`config.mk`:
```
export PLATFORM = sky130hd
export DESIGN_NAME = ukst_div
export DESIGN_NICKNAME = d
export VERILOG_FILES = /design/src/rtl/core/ukst_pkg.sv /design/src/rtl/core/ukst_div.sv
export SDC_FILE = /design/constraint.sdc
export NUM_CORES = 1
export LEC_CHECK = 0
export BUFFER_PORTS_ARGS = -buffer_cell sky130_fd_sc_hd__buf_2
export CORE_ASPECT_RATIO = 1.5
export CORE_UTILIZATION = 40
export CTS_CLUSTER_DIAMETER = 60
export CTS_CLUSTER_SIZE = 25
export DETAILED_ROUTE_END_ITERATION = 7
export SYNTH_ARGS = -nofsm -noshare
export SYNTH_HDL_FRONTEND = slang
export SYNTH_SLANG_ARGS = --single-unit
```
`constraint.sdc`:
```
create_clock -name clock -period 6.8 [get_ports clock]
set_input_delay 0.34 -clock clock [delete_from_list [all_inputs] [get_ports clock]]
set_output_delay 0.34 -clock clock [all_outputs]
set_load 0.005 [all_outputs]
```
`src/rtl/core/ukst_pkg.sv`:
```
// Shared types, constants and lookup tables for the ultrasonic slope tracker.
`timescale 1ns / 1ps
package ukst_pkg;

   localparam int MAX_WINDOW   = 16;
   localparam int ECHO_W       = 16;
   localparam int DIST_W       = 19;
   localparam int EST_W        = 20;
   localparam int VAR_W        = 24;
   localparam int GAIN_W       = 17;
   localparam int SLOPE_W      = 21;
   localparam int SS_W         = 24;
   localparam int SIW_W        = 28;
   localparam int CNT_W        = 5;
   localparam int DIV_W        = 41;
   localparam int DIV_CNT_W    = $clog2(DIV_W + 1);
   localparam int REQ_DATA_W   = 48;
   localparam int RSP_DATA_W   = 104;
   localparam int CSR_ADDR_W   = 2;
   localparam int CSR_DATA_W   = 16;

   localparam logic [DIST_W-1:0]  DIST_MAX  = 19'd524287;
   localparam logic [VAR_W-1:0]   VAR_MAX   = 24'hFFFFFF;
   localparam logic [GAIN_W-1:0]  GAIN_ONE  = 17'h10000;

   // Register indexes of the configuration port
   localparam logic [CSR_ADDR_W-1:0] CSR_PROCESS_NOISE     = 2'd0;
   localparam logic [CSR_ADDR_W-1:0] CSR_MEASUREMENT_NOISE = 2'd1;
   localparam logic [CSR_ADDR_W-1:0] CSR_WINDOW_LEN        = 2'd2;
   localparam logic [CSR_ADDR_W-1:0] CSR_CM_PER_US_SCALE   = 2'd3;

   typedef struct packed {
      logic [9:0]  process_noise;
      logic [9:0]  measurement_noise;
      logic [4:0]  window_len;
      logic [15:0] cm_per_us_scale;
   } ukst_cfg_type;

   typedef struct packed {
      logic [ECHO_W-1:0] front_echo_us;
      logic [ECHO_W-1:0] right_echo_us;
      logic [ECHO_W-1:0] left_echo_us;
   } ukst_item_type;

   typedef struct packed {
      logic             start;
      logic [DIV_W-1:0] num;
      logic [DIV_W-1:0] den;
   } ukst_div_req_type;

   typedef struct packed {
      logic             done;
      logic [DIV_W-1:0] quot;
   } ukst_div_rsp_type;

   // Sum of indices 0..m-1
   function automatic logic [6:0] slope_sx(input logic [CNT_W-1:0] m);
      logic [9:0] prod;
      prod = 10'({5'd0, m} * ({5'd0, m} - 10'd1));
      return prod[7:1];
   endfunction

   // m * sum(i^2) - (sum i)^2 over indices 0..m-1
   function automatic logic [12:0] slope_den(input logic [CNT_W-1:0] m);
      logic [12:0] d;
      unique case (m)
         5'd2:    d = 13'd1;
         5'd3:    d = 13'd6;
         5'd4:    d = 13'd20;
         5'd5:    d = 13'd50;
         5'd6:    d = 13'd105;
         5'd7:    d = 13'd196;
         5'd8:    d = 13'd336;
         5'd9:    d = 13'd540;
         5'd10:   d = 13'd825;
         5'd11:   d = 13'd1210;
         5'd12:   d = 13'd1716;
         5'd13:   d = 13'd2366;
         5'd14:   d = 13'd3185;
         5'd15:   d = 13'd4200;
         5'd16:   d = 13'd5440;
         default: d = 13'd0;
      endcase
      return d;
   endfunction

endpackage

```
`src/rtl/core/ukst_div.sv`:
```
// Restoring divider, one quotient bit per cycle, shared by gain and slope.
`timescale 1ns / 1ps
module ukst_div (
   input  logic                       clock,
   input  logic                       reset,
   input  ukst_pkg::ukst_div_req_type div_req,
   output ukst_pkg::ukst_div_rsp_type div_rsp
);
   import ukst_pkg::*;

   logic [DIV_W-1:0]     rem_ff;
   logic [DIV_W-1:0]     quot_ff;
   logic [DIV_W-1:0]     den_ff;
   logic [DIV_CNT_W-1:0] cnt_ff;
   logic                 busy_ff;
   logic                 done_ff;
   logic [DIV_W:0]       rem_sh;
   logic                 bit_in;
   logic [DIV_W-1:0]     rem_in;

   always_comb begin
      rem_sh = {rem_ff, quot_ff[DIV_W-1]};
      bit_in = (rem_sh >= {1'b0, den_ff});
      rem_in = bit_in ? DIV_W'(rem_sh - {1'b0, den_ff}) : rem_sh[DIV_W-1:0];
   end

   always_ff @(posedge clock) begin
      if (reset) begin
         busy_ff <= 1'b0;
         done_ff <= 1'b0;
      end else begin
         done_ff <= 1'b0;
         if (div_req.start) begin
            rem_ff  <= '0;
            quot_ff <= div_req.num;
            den_ff  <= div_req.den;
            cnt_ff  <= DIV_CNT_W'(DIV_W);
            busy_ff <= 1'b1;
         end else if (busy_ff) begin
            rem_ff  <= rem_in;
            quot_ff <= {quot_ff[DIV_W-2:0], bit_in};
            cnt_ff  <= cnt_ff - 1'b1;
            if (cnt_ff == DIV_CNT_W'(1)) begin
               busy_ff <= 1'b0;
               done_ff <= 1'b1;
            end
         end
      end
   end

   assign div_rsp.done = done_ff;
   assign div_rsp.quot = quot_ff;

endmodule

```
# --- Word-level counts from Yosys, hierarchy flattened ---
# Index checks and enable logic that the tools add are counted.
word_totals:
  latchBits: 0
  ramBits: 0
  n_memories: 0
  regBits: 131
  elab_cells: 25
  mem_bits_ro: 0
  output_inout_bits: 42
classes:
  muxes: 9
  magnitude_cmp: 1
  n_reduce_logical: 4
  eq_ne: 1
  multipliers: 0
  shift: 0
  bitwise: 2
  div: 0
  n_addsub: 2
ops:
  columns: ["cell", "n"]
  rows:
  - ["2-to-1 mux 41 bit", 4]
  - ["greater-or-equal comparator 42 x 41 -> 1 bit", 1]
  - ["subtractor 41 bit", 1]
  - ["== test 6 x 1 -> 1 bit (second input constant)", 1]
  - ["2-to-1 mux 6 bit", 1]
  - ["subtractor 6 x 1 -> 6 bit (second input constant)", 1]
  - ["2-to-1 mux 1 bit", 4]
  - ["AND reduction 2 bit", 2]
  - ["OR reduction 3 bit", 1]
  - ["inverter 1 bit", 2]
  - ["nonzero test 2 bit", 1]

# --- Longest topological paths before layout ---
# Gate-level depths: netlist (run 1).
logic_depth:
  ltp_word: 4
  depth_mapped: 15
  ltp_nobuf: 12

# --- Least setup slack after synthesis (run 1) ---
# Ideal clock, no wire load.
synth_timing:
  kind: "input to register"
  from: "in div_req[82] (netlist name)"
  to: "reg cnt_ff[0], enable pin"
  setup_ns: 0.535
  slack_ns: 1.592
  t_arrival_ns: 4.673
  n_path_buf: 2
  stages: 4
  required_time_ns: 6.265
  path_cell_list: "clkbuf_1 > clkbuf_1 > nor2_1 > nor2_1"
synth_via:
  elab_chain_cells: 2
synth_lines:
  columns: ["element", "line_no", "rtl"]
  rows:
  - ["start: declaration", "ukst_div.sv:6", "input ukst_pkg::ukst_div_req_type div_req,"]
  - ["nonzero test 2 bit (no source line)", null, null]
  - ["AND reduction 2 bit (no source line)", null, null]
  - ["end signal: assignment", "ukst_div.sv:37", "cnt_ff <= DIV_CNT_W'(DIV_W);"]
  - ["end signal: assignment", "ukst_div.sv:42", "cnt_ff <= cnt_ff - 1'b1;"]
  - ["end: declaration", "ukst_div.sv:14", "logic [DIV_CNT_W-1:0] cnt_ff;"]
# No other way between the ends.
# A chain may end at the register's enable or synchronous reset.

# --- Final worst setup path (run 1) ---
layout_timing:
  from: "reg quot_ff[40]"
  to: "reg rem_ff[22] (data pin)"
layout_via:
  elab_chain_cells: 3
  word_cells_on_any_way: 4
  classes_between: "1 x add/sub; 1 x order compare; 2 x mux"
layout_lines:
  columns: ["element", "line_no", "rtl"]
  rows:
  - ["start: declaration", "ukst_div.sv:12", "logic [DIV_W-1:0] quot_ff;"]
  - ["start signal: assignment", "ukst_div.sv:35", "quot_ff <= div_req.num;"]
  - ["start signal: assignment", "ukst_div.sv:41", "quot_ff <= {quot_ff[DIV_W-2:0], bit_in};"]
  - ["subtractor 41 bit or greater-or-equal comparator 42 x 41 -> 1 bit (tied branches)", "ukst_div.sv:24, ukst_div.sv:23", null]
  - ["2-to-1 mux 41 bit *", "ukst_div.sv:24", "rem_in = bit_in ? DIV_W'(rem_sh - {1'b0, den_ff}) : rem_sh[DIV_W-1:0];"]
  - ["2-to-1 mux 41 bit *", "ukst_div.sv:39", "end else if (busy_ff) begin"]
  - ["end signal: assignment", "ukst_div.sv:40", "rem_ff <= rem_in;"]
  - ["end: declaration", "ukst_div.sv:11", "logic [DIV_W-1:0] rem_ff;"]
# Mark *: on every way between the ends. The rest lies on a longest branch, timed or not. The select of a mux whose other input is x is not followed.

==> results by stage, run 1 <==
Yosys:
- After synthesis, the largest family of logic cells by area is compound AO/OA/AOI/OAI gates.
- The Yosys step of the flow raised 0 warnings.
- The sequential-to-total area share from yosys stat is 49.99%.
- The synthesized netlist devotes 3.021% of its cell area to XOR and XNOR gates.
- Averaged over all synthesized cells, the footprint is ~11 um^2.
- The count of distinct cell types in the synthesized netlist is 67.
- The post-synthesis cell area is 7829 um^2.
- Sorting the synthesized cells by how often they occur yields 129 x edfxtp_1, 82 x nand2_1, 58 x a21oi_1, 52 x inv_1, 47 x nor2_1.
- Counting every net in the synthesized netlist gives 859.
- Synthesis produced a netlist whose cell count is 730.
- Counting flops with a built-in enable in the synthesized netlist gives 129.
- The proportion of netlist area held by the largest area contributor is 49.48%.
- The multiplexer area fraction after synthesis is 5.897%.
- In the post-synthesis netlist, the cell with the most instances is edfxtp_1.
- The synthesized flop and latch total is 131.
- The flip-flop cell with the highest count after synthesis is edfxtp_1.
- The largest total area in the synthesized netlist belongs to edfxtp_1.
- Ranked by total cell area, the synthesized netlist is headed by edfxtp_1 49%, ha_1 6.9%, mux2_2 5.9%.
- The share of the synthesized area in compound gates (AO/OA/AOI/OAI) is between 10% and 20%.
- For this run, asynchronously set or reset flops after synthesis account for 0%.
- The simple-gate share of the synthesized area is 13.62%.
- The synthesized netlist devotes ~7% of its cell area to adder and majority cells.

Route:
- In the routed layout, each cell is associated on average with a via count of 5.343.
- The mean routed wirelength per cell is around 16 um.
- The initial DRC count is 290.
- After detailed routing, the number of remaining DRC violations is 0.
- The overall via count from detail_route is 5968.
- The count of nets left with antenna violations after detail routing is 0.
- The total routed wirelength is 18280 um.
- The count of TritonRoute iterations in the first routing pass is 5.

STA:
- For the pin with the worst max-slew slack, the measured transition is ~840 ps.
- The number of failing hold endpoints at the final stage is 0.
- The final worst clock skew is slightly above 7 ps.
- The final count of negative-setup-slack endpoints is 0.
- For the finished layout, the period the worst path requires is roughly 4200 ps.
- The smallest hold slack is 85.85 ps.
- Setup repair after global routing left no endpoint under its margin.
- The final worst-path cycle share is 62.08%.
- Based on the critical path, the design can be clocked at up to approximately 240 MHz.
- In the final timing run, aggregate negative setup slack is 0 ps.
- In this run the tightest slew margin relative to its limit is 44.22%.
- The count of pins over their slew limit is 0.

Clock network:
- At the later pin of the worst-skew pair, clock insertion delay measures ~420 ps.
- Once the clock tree was built, the setup fixing pass inserted 0 buffers.
- The clock tree from TritonCTS is done.
- Buffers inserted during clock tree synthesis total 17.
- The H-tree depth is 4.
- In this run, post-CTS hold repair placed 0 buffers.
- The clock root buffer is clkbuf_16.
- The worst-case clock buffer depth is 2.
- In this run, post-CTS repair resized a total of 0 instances.
- The clock transition at the register clock pins on the worst setup and hold paths after CTS is 60 ps.
- The number of sinks handled by clock tree synthesis is between 100 and 150.

GRT:
- The total overflow left after global routing is 0.
- The number of antenna violations at the first check in global routing is 0.
- The number of global-route vias before repair is 6112.
- Entering global routing, the biggest net connects slightly above 60 pins.
- The global-route wire length before repair is around 30000 um.
- The total track usage is 19.23%.

Worst setup path:
- The signal on the critical path passes through inv_1 -> ha_1 -> inv_1 -> fa_1 -> a21oi_2 -> o2bb2ai_2 -> a211oi_2 -> o311ai_1 -> a2111oi_2 -> or2_1 -> buf_4 -> nor2_1 -> a2111oi_2.
- The stage delay of the slowest cell on the critical path is approximately 730 ps.
- STA classifies the critical path startpoint as a flop.
- The startpoint identified for the worst register-to-register timing path is quot_ff[40]$_DFFE_PP_.
- Data on the critical path is required at its endpoint by 7030 ps.
- In this run the critical register-to-register path is captured at rem_ff[22]$_SDFFCE_PP0P_.
- The critical path is of the reg2reg type.
- The setup slack on the worst flop-to-flop path is 2580 ps.
- The number of buffers and inverters on the critical path is 3.
- The worst setup path is captured at a flop.
- The arrival time at the worst endpoint is 4450 ps.
- The depth of the worst register-to-register path is 13.
- Grouping stages by cell kind, the critical path spends the most delay in compound AO/OA/AOI/OAI gates.
- The maximum fanout encountered on the critical timing path is 24.
- On the critical path, the stage with the largest delay is an instance of or2_1.

Finish:
- The proportion of layout cells with a drive suffix above 1 is between 20% and 30%.
- From synthesis to final layout, the design area changed by 18.44%.
- The number of antenna cells inserted is 0.
- The area occupied by registers is 3914 um^2.
- The multi-input combinational cells in the finished layout cover a total of 3556 um^2.
- The net count reported at finish is 977.
- The layout filler cell count is 1849.

Job:
- Max-cap violations in this run came to 0.

Power and ir drop:
- The sequential group share of total power is 38.5%.
- The worst IR drop on VDD is approximately 0.17 mV.
- The cell-internal power is between 1.5 and 2 mW.
- Of the total power, the clock network draws 36.4%.
- The net switching power figure is 0.8050 mW.
- The switching power as a share of total power is 30.62%.
- The power per standard cell area is 283.5 nW/um^2.
- The reported leakage power is approximately 3.9 nW.
- The combinational share of power is between 20% and 30%.

Min path:
- In this run the most critical hold path is launched from div_req[37].
- The tightest min-delay check is of the in2reg type.
- The worst hold path terminates at den_ff[37]$_DFFE_PP_.
- The number of cells on the worst hold path is 1.

Floorplanning:
- The core region area is 19160 um^2.
- Row generation in the floorplan step produced 62 rows.
- The die is 116.2 um wide.
- The effective utilization at floorplan is about two fifths.
- For this design the top-level I/O count stands at roughly 130.
- The total die area is 20150 um^2.
- From bottom edge to top edge, the die measures approximately 170 um.

Place:
- In this run the tool buffered the top-level ports with 126 buffer cells.
- At the end of routability-driven placement, the weighted congestion stood at 0.8077.
- The final HPWL from detailed placement is 13050 um.

Status:
- The run finished with clean final reports.
==> layout by cell type (no fill, tap or decap), types with 17 or more instances in the layout <==
cell	count
edfxtp_1	129
buf_2	125
nand2_1	82
a21oi_1	58
inv_1	52
nor2_1	44
ha_1	43
mux2_2	41
nand3_1	32
o21ai_0	22
a21o_1	20
xnor2_1	17
clkbuf_16	17
==> worst register-to-register path, cell delays in order, from the launching register on <==
cell,delay [ps]
edfxtp_1,400
inv_1,70
ha_1,150
inv_1,50
fa_1,410
a21oi_2,210
o2bb2ai_2,110
a211oi_2,320
o311ai_1,190
a2111oi_2,530
or2_1,730
buf_4,410
nor2_1,100
a2111oi_2,360
==> layout make-up <==
cell class              instances  share of cell area (%)
inverters                      53                   2.145
multi-input cells             513                   38.35
clock buffers                  18                   4.628
clock inverters                14                   1.903
repair buffers                132                   7.313
flip-flops and latches        131                   42.21
well taps                     256                   3.454
==> sequential cells by signal (all words and copies together), names as in the netlist <==
register  cells
den_ff       41
quot_ff      41
rem_ff       41
cnt_ff        6
busy_ff       1
done_ff       1
==> cells by family (layout without fill, tap and decap cells) <==
kind of cell / after synthesis / after routing
AO/OA/AOI/OAI: 176 / 176
XOR/XNOR: 27 / 27
adder cells (fa/ha/maj): 44 / 44
buffers and inverters: 86 / 217
flip-flops: 131 / 131
multiplexers: 41 / 41
AND/OR/NAND/NOR: 225 / 225
==> power groups by stage <==
stage / Combinational, mW / Sequential, mW / Clock, mW
6_report: 0.658 / 1.01 / 0.958
3_5_place_dp: 0.660 / 1.03 / 0
5_1_grt: 0.736 / 1.02 / 1.00
3_3_place_gp: 0.653 / 1.03 / 0
4_1_cts: 0.662 / 1.01 / 0.981
2_1_floorplan: 0.506 / 1.03 / 0
==> per-stage QoR <==
| step | setup WS, ps | cell area [um^2] | util [%] | cells | power, mW |
|---|---|---|---|---|---|
| after floorplan | 1592 | 7829 | - | 730 | 1.532 |
| after global placement | 2707 | 8667 | 45.23 | 1085 | 1.682 |
| after detailed placement | 2548 | 8667 | 45.23 | 1085 | 1.688 |
| after CTS | 2558 | 9273 | 48.39 | 1117 | 2.657 |
| after global routing | 2288 | 9273 | 48.39 | 1117 | 2.761 |
| final | 2579 | 9273 | 48.39 | 1117 | 2.629 |
==> per-layer routing <==
layer | vias up | track usage, % | part of all wire (%)
met5 | - | 0 | 0
li1 | 2934 | - | -
met2 | 149 | 34.69 | 54
met1 | 2868 | 21.79 | 40
met4 | 0 | 6.303 | 1.5
met3 | 17 | 4.441 | 4.5
==> worst max path at each step <==
| stage | endpoint | slack (ps) | startpoint | depth (start not counted) |
|---|---|---|---|---|
| global route | rem_ff[22]$_SDFFCE_PP0P_ | 2290 | quot_ff[40]$_DFFE_PP_ | 13 |
| global placement | rem_ff[22]$_SDFFCE_PP0P_ | 2710 | quot_ff[40]$_DFFE_PP_ | 13 |
| CTS | rem_ff[22]$_SDFFCE_PP0P_ | 2560 | quot_ff[40]$_DFFE_PP_ | 13 |
| finish | rem_ff[22]$_SDFFCE_PP0P_ | 2580 | quot_ff[40]$_DFFE_PP_ | 13 |
| detailed placement | rem_ff[22]$_SDFFCE_PP0P_ | 2550 | quot_ff[40]$_DFFE_PP_ | 13 |
| floorplan | cnt_ff[0]$_SDFFCE_PP1P_ | 1590 | div_req[82] | 4 |
No activity file was read; power rests on OpenSTA's default activity.
==> run 2, diff against run 1 <==
ABC_AREA = 1   (was default)
clock period = 3.8 ns   (was 6.8 ns; I/O delays follow)
==> results by stage, run 2 <==
STA:
- The routed design could run at a clock period as short as 2681 ps.
- The number of failing hold endpoints at the final stage was 0.
- Setup repair after global routing left no endpoint under its margin.
- At the pin with the least slew margin, the transition time is 819.9 ps.
- The count of pins over their slew limit is 0.
- The aggregate negative setup slack is 0 ps.
- Measured against its own limit, the worst slew margin works out to 45.26%.
- The worst path uses 70.56% of the clock period.
- For the final database, setup skew stands at 6.185 ps.
- The final count of negative-setup-slack endpoints is 0.
- The highest achievable clock rate is 373.0 MHz.

Route:
- The routed design has 22710 um of wire.
- The detailed router placed just under 8000 vias in this run.
- After detailed routing, the number of remaining DRC violations is 0.
- Using the TritonRoute via totals, the vias-per-cell ratio works out to 4.712.
- Before antenna repair, the detailed router went through 5 iterations.
- The mean routed wirelength per cell is approximately 14 um.
- After the first detailed-routing iteration, the DRC count stood at ~370.
- Once detail routing completed, the nets flagged for antenna violations numbered 0.

Yosys:
- The number of different library cells used by synthesis comes to 35.
- During synthesis, Yosys emitted a total of 0 warnings.
- Of all cell types, the one taking the most synthesized area is edfxtp_1.
- For this run, asynchronously set or reset flops after synthesis account for 0%.
- The post-synthesis cell area is 8700 um^2.
- The cell count after synthesis came out at between 1000 and 1500.
- Counting instances in the post-synthesis netlist gives the leading cell types as 459 x nand2_1, 209 x inv_1, 133 x nor2_1, 129 x edfxtp_1, 44 x nand3_1.
- The sequential-to-total area share from yosys stat is ~45%.
- The number of enable flip-flop cells after synthesis is 129.
- The net count after synthesis is 1311.
- The most frequently used cell type in the post-synthesis netlist is nand2_1.
- Averaged over all synthesized cells, the footprint is 7.360 um^2.
- In the post-synthesis netlist, the biggest area contributors are edfxtp_1 45%, nand2_1 20%, inv_1 9.0%.
- The proportion of netlist area held by the largest area contributor is 44.53%.
- In this run, synthesis produced a sequential element count of 131.
- The flip-flop cell with the highest count after synthesis is edfxtp_1.

GRT:
- The number of antenna violations at the first check in global routing is 0.
- The number of global-route vias before repair is a little under 8000.
- The global-route wire length before repair is 36940 um.
- The total track usage is 21.58%.
- The total congestion overflow is 0.
- The largest net degree at the start of global routing is 52.

Finish:
- The net count reported at finish is 1481.
- The area added between synthesis and finish is 21.11%.
- The number of antenna cells inserted is 0.
- The top cell types in the final layout, fill and taps aside, are 459 x nand2_1, 208 x inv_1, 132 x nor2_1, 129 x edfxtp_1, 126 x buf_2.
- The layout filler cell count is approximately 2200.
- The largest registers in the layout are den_ff x41, quot_ff x41, rem_ff x41.
- The leading cell type in the layout, fill and taps excluded is nand2_1.
- The proportion of layout cells with a drive suffix above 1 is approximately 13%.

Power and ir drop:
- The overall power of the completed layout is approximately 4.5 mW.
- The sequential group share of total power is 40.0%.
- The combinational share of power is 27.1%.
- Summed over all cells, the static leakage comes to 5.479 nW.
- The internal power of the cells totals 3.066 mW.
- In this run switching power makes up between 30% and 40% of total power.
- The power per standard cell area is roughly 430 nW/um^2.
- For this design the total switching power over the nets is 1.430 mW.
- The proportion of power drawn by the clock network is between 30 and 40%.
- VDD sags by at most between 0.2 and 0.3 mV.

Worst setup path:
- The maximum fanout encountered on the critical timing path is 51.
- The type of the worst setup path is reg2reg.
- The worst setup path is launched from a flop.
- The category of the worst setup path capture point is a flop.
- Data arrives at the worst endpoint at 2960 ps.
- For the worst setup path, the data required time is 4080 ps.

Clock network:
- TritonCTS built the clock tree.
- Clock-pin slew was measured on the worst setup and hold paths at 60 ps.
- The worst-case clock buffer depth is 2.
- The clock latency reported for the late side of the worst-skew pair is approximately 420 ps.
- The root buffer cell chosen for the clock tree is clkbuf_16.
- The clock net in this run drives a total of 131 sinks.
- The number of clock buffers inserted by TritonCTS is 17.
- After clock tree synthesis, the setup repair step added 0 buffers.
- The H-tree depth is 4.

Floorplanning:
- The die is 182.6 um tall.
- The die width is 122.4 um.
- The floorplan step defined a core boundary enclosing 21150 um^2.
- The die covers 22360 um^2.
- The initial utilization of the core area, before any placement, comes to 41.14%.
- In this run the count of I/O pins placed on the die edge is 127.
- The number of rows in the core area is 65.

Place:
- At the end of routability-driven placement, the weighted congestion stood at 0.9396.
- Port buffering added 126 buffers.
- Detailed placement ended at an HPWL of 17420 um.

Job:
- The tool flagged a number of max-cap violations equal to 0.

Status:
- The flow ran to the end, and the final reports show no timing, DRC or antenna violations.

Min path:
- The path category of the worst min-delay check is in2reg.
-- run 2: changes by cell type after synthesis, moves of 11 or more --
cell	change
a21o_1	-20
a21oi_1	-28
and3_1	-11
inv_1	+157
mux2_2	-41
nand2_1	+377
nand3_1	+12
nor2_1	+86
o21ai_0	+12
xnor2_1	-17
xor2_1	+13
-- run 2: path summary, 6_finish.rpt --
kind	to	cells past startpoint	slack, ps	from
hold / removal	quot_ff[21]$_DFFE_PP_	3	40	div_req[62]
setup reg to reg	rem_ff[11]$_SDFFCE_PP0P_	13	1120	quot_ff[40]$_DFFE_PP_
setup / recovery	rem_ff[11]$_SDFFCE_PP0P_	13	1120	quot_ff[40]$_DFFE_PP_
hold reg to reg	done_ff$_SDFF_PP0_	2	520	busy_ff$_SDFF_PP0_
-- run 2: logic make-up after synthesis --
kind of cell / synth area share, %
AOI/OAI and AO/OA: 4.502
and+or+nand+nor: 31.31
DFF: 44.99
buffers and inverters: 10.47
xor gates and xnor gates: 2.316
adders and majority gates: 6.415
-- run 2: cell type report --
type	instances	area [um^2]	area share (%)
Clock buffer	24	451.7	4.287
Clock inverter	8	61.31	0.5819
Inverter	211	794.5	7.541
Multi-Input combinational cell	818	3894	36.96
Sequential cell	131	3914	37.15
Tap cell	268	335.3	3.183
Timing Repair Buffer	173	1086	10.31
-- run 2: power by group through the flow --
stage | Sequential [mW] | Clock [mW] | Combinational, mW
after global placement | 1.83 | 0 | 1.19
final | 1.80 | 1.48 | 1.22
after floorplan | 1.82 | 0 | 0.864
after global routing | 1.81 | 1.57 | 1.40
after detailed placement | 1.83 | 0 | 1.20
after CTS | 1.80 | 1.51 | 1.23
-- run 2: per-layer routing --
metal  vias up  track usage, %  part of all wire, %
li1       3998               -                    -
met1      3482           22.90                   40
met2       182           39.96                   53
met3        32           4.281                  4.3
met4         0           10.00                  3.0
met5         -               0                    0
-- run 2: repair_timing --
action | 4_1_cts | 5_1_grt
resized for setup | 0 | 0
hold buffers | 41 | 0
hold endpoints to repair | 41 | 0
endpoints found under the setup margin | 0 | 0
-- run 2: worst max-delay path: stages, from the launching register on --
cell	delay, ps
edfxtp_1	390
inv_1	70
ha_1	130
inv_1	80
fa_1	450
nand3_1	140
nand3_2	140
nand2_1	150
nand3_2	110
nand2_2	130
nand2_8	220
inv_4	310
nor2_1	70
nor2_1	120
-- run 2: metrics by stage --
step	util [%]	hold WS, ps	area [um^2]	worst slack [ps]	std cells
6_report	49.83	35.63	10540	1119	1633
5_1_grt	49.83	28.73	10540	861.0	1633
4_1_cts	49.83	9.186	10540	1069	1633
3_5_place_dp	45.46	368.1	9613	1068	1560
3_3_place_gp	45.46	367.1	9613	1126	1560
2_1_floorplan	-	268.6	8703	262.7	1182
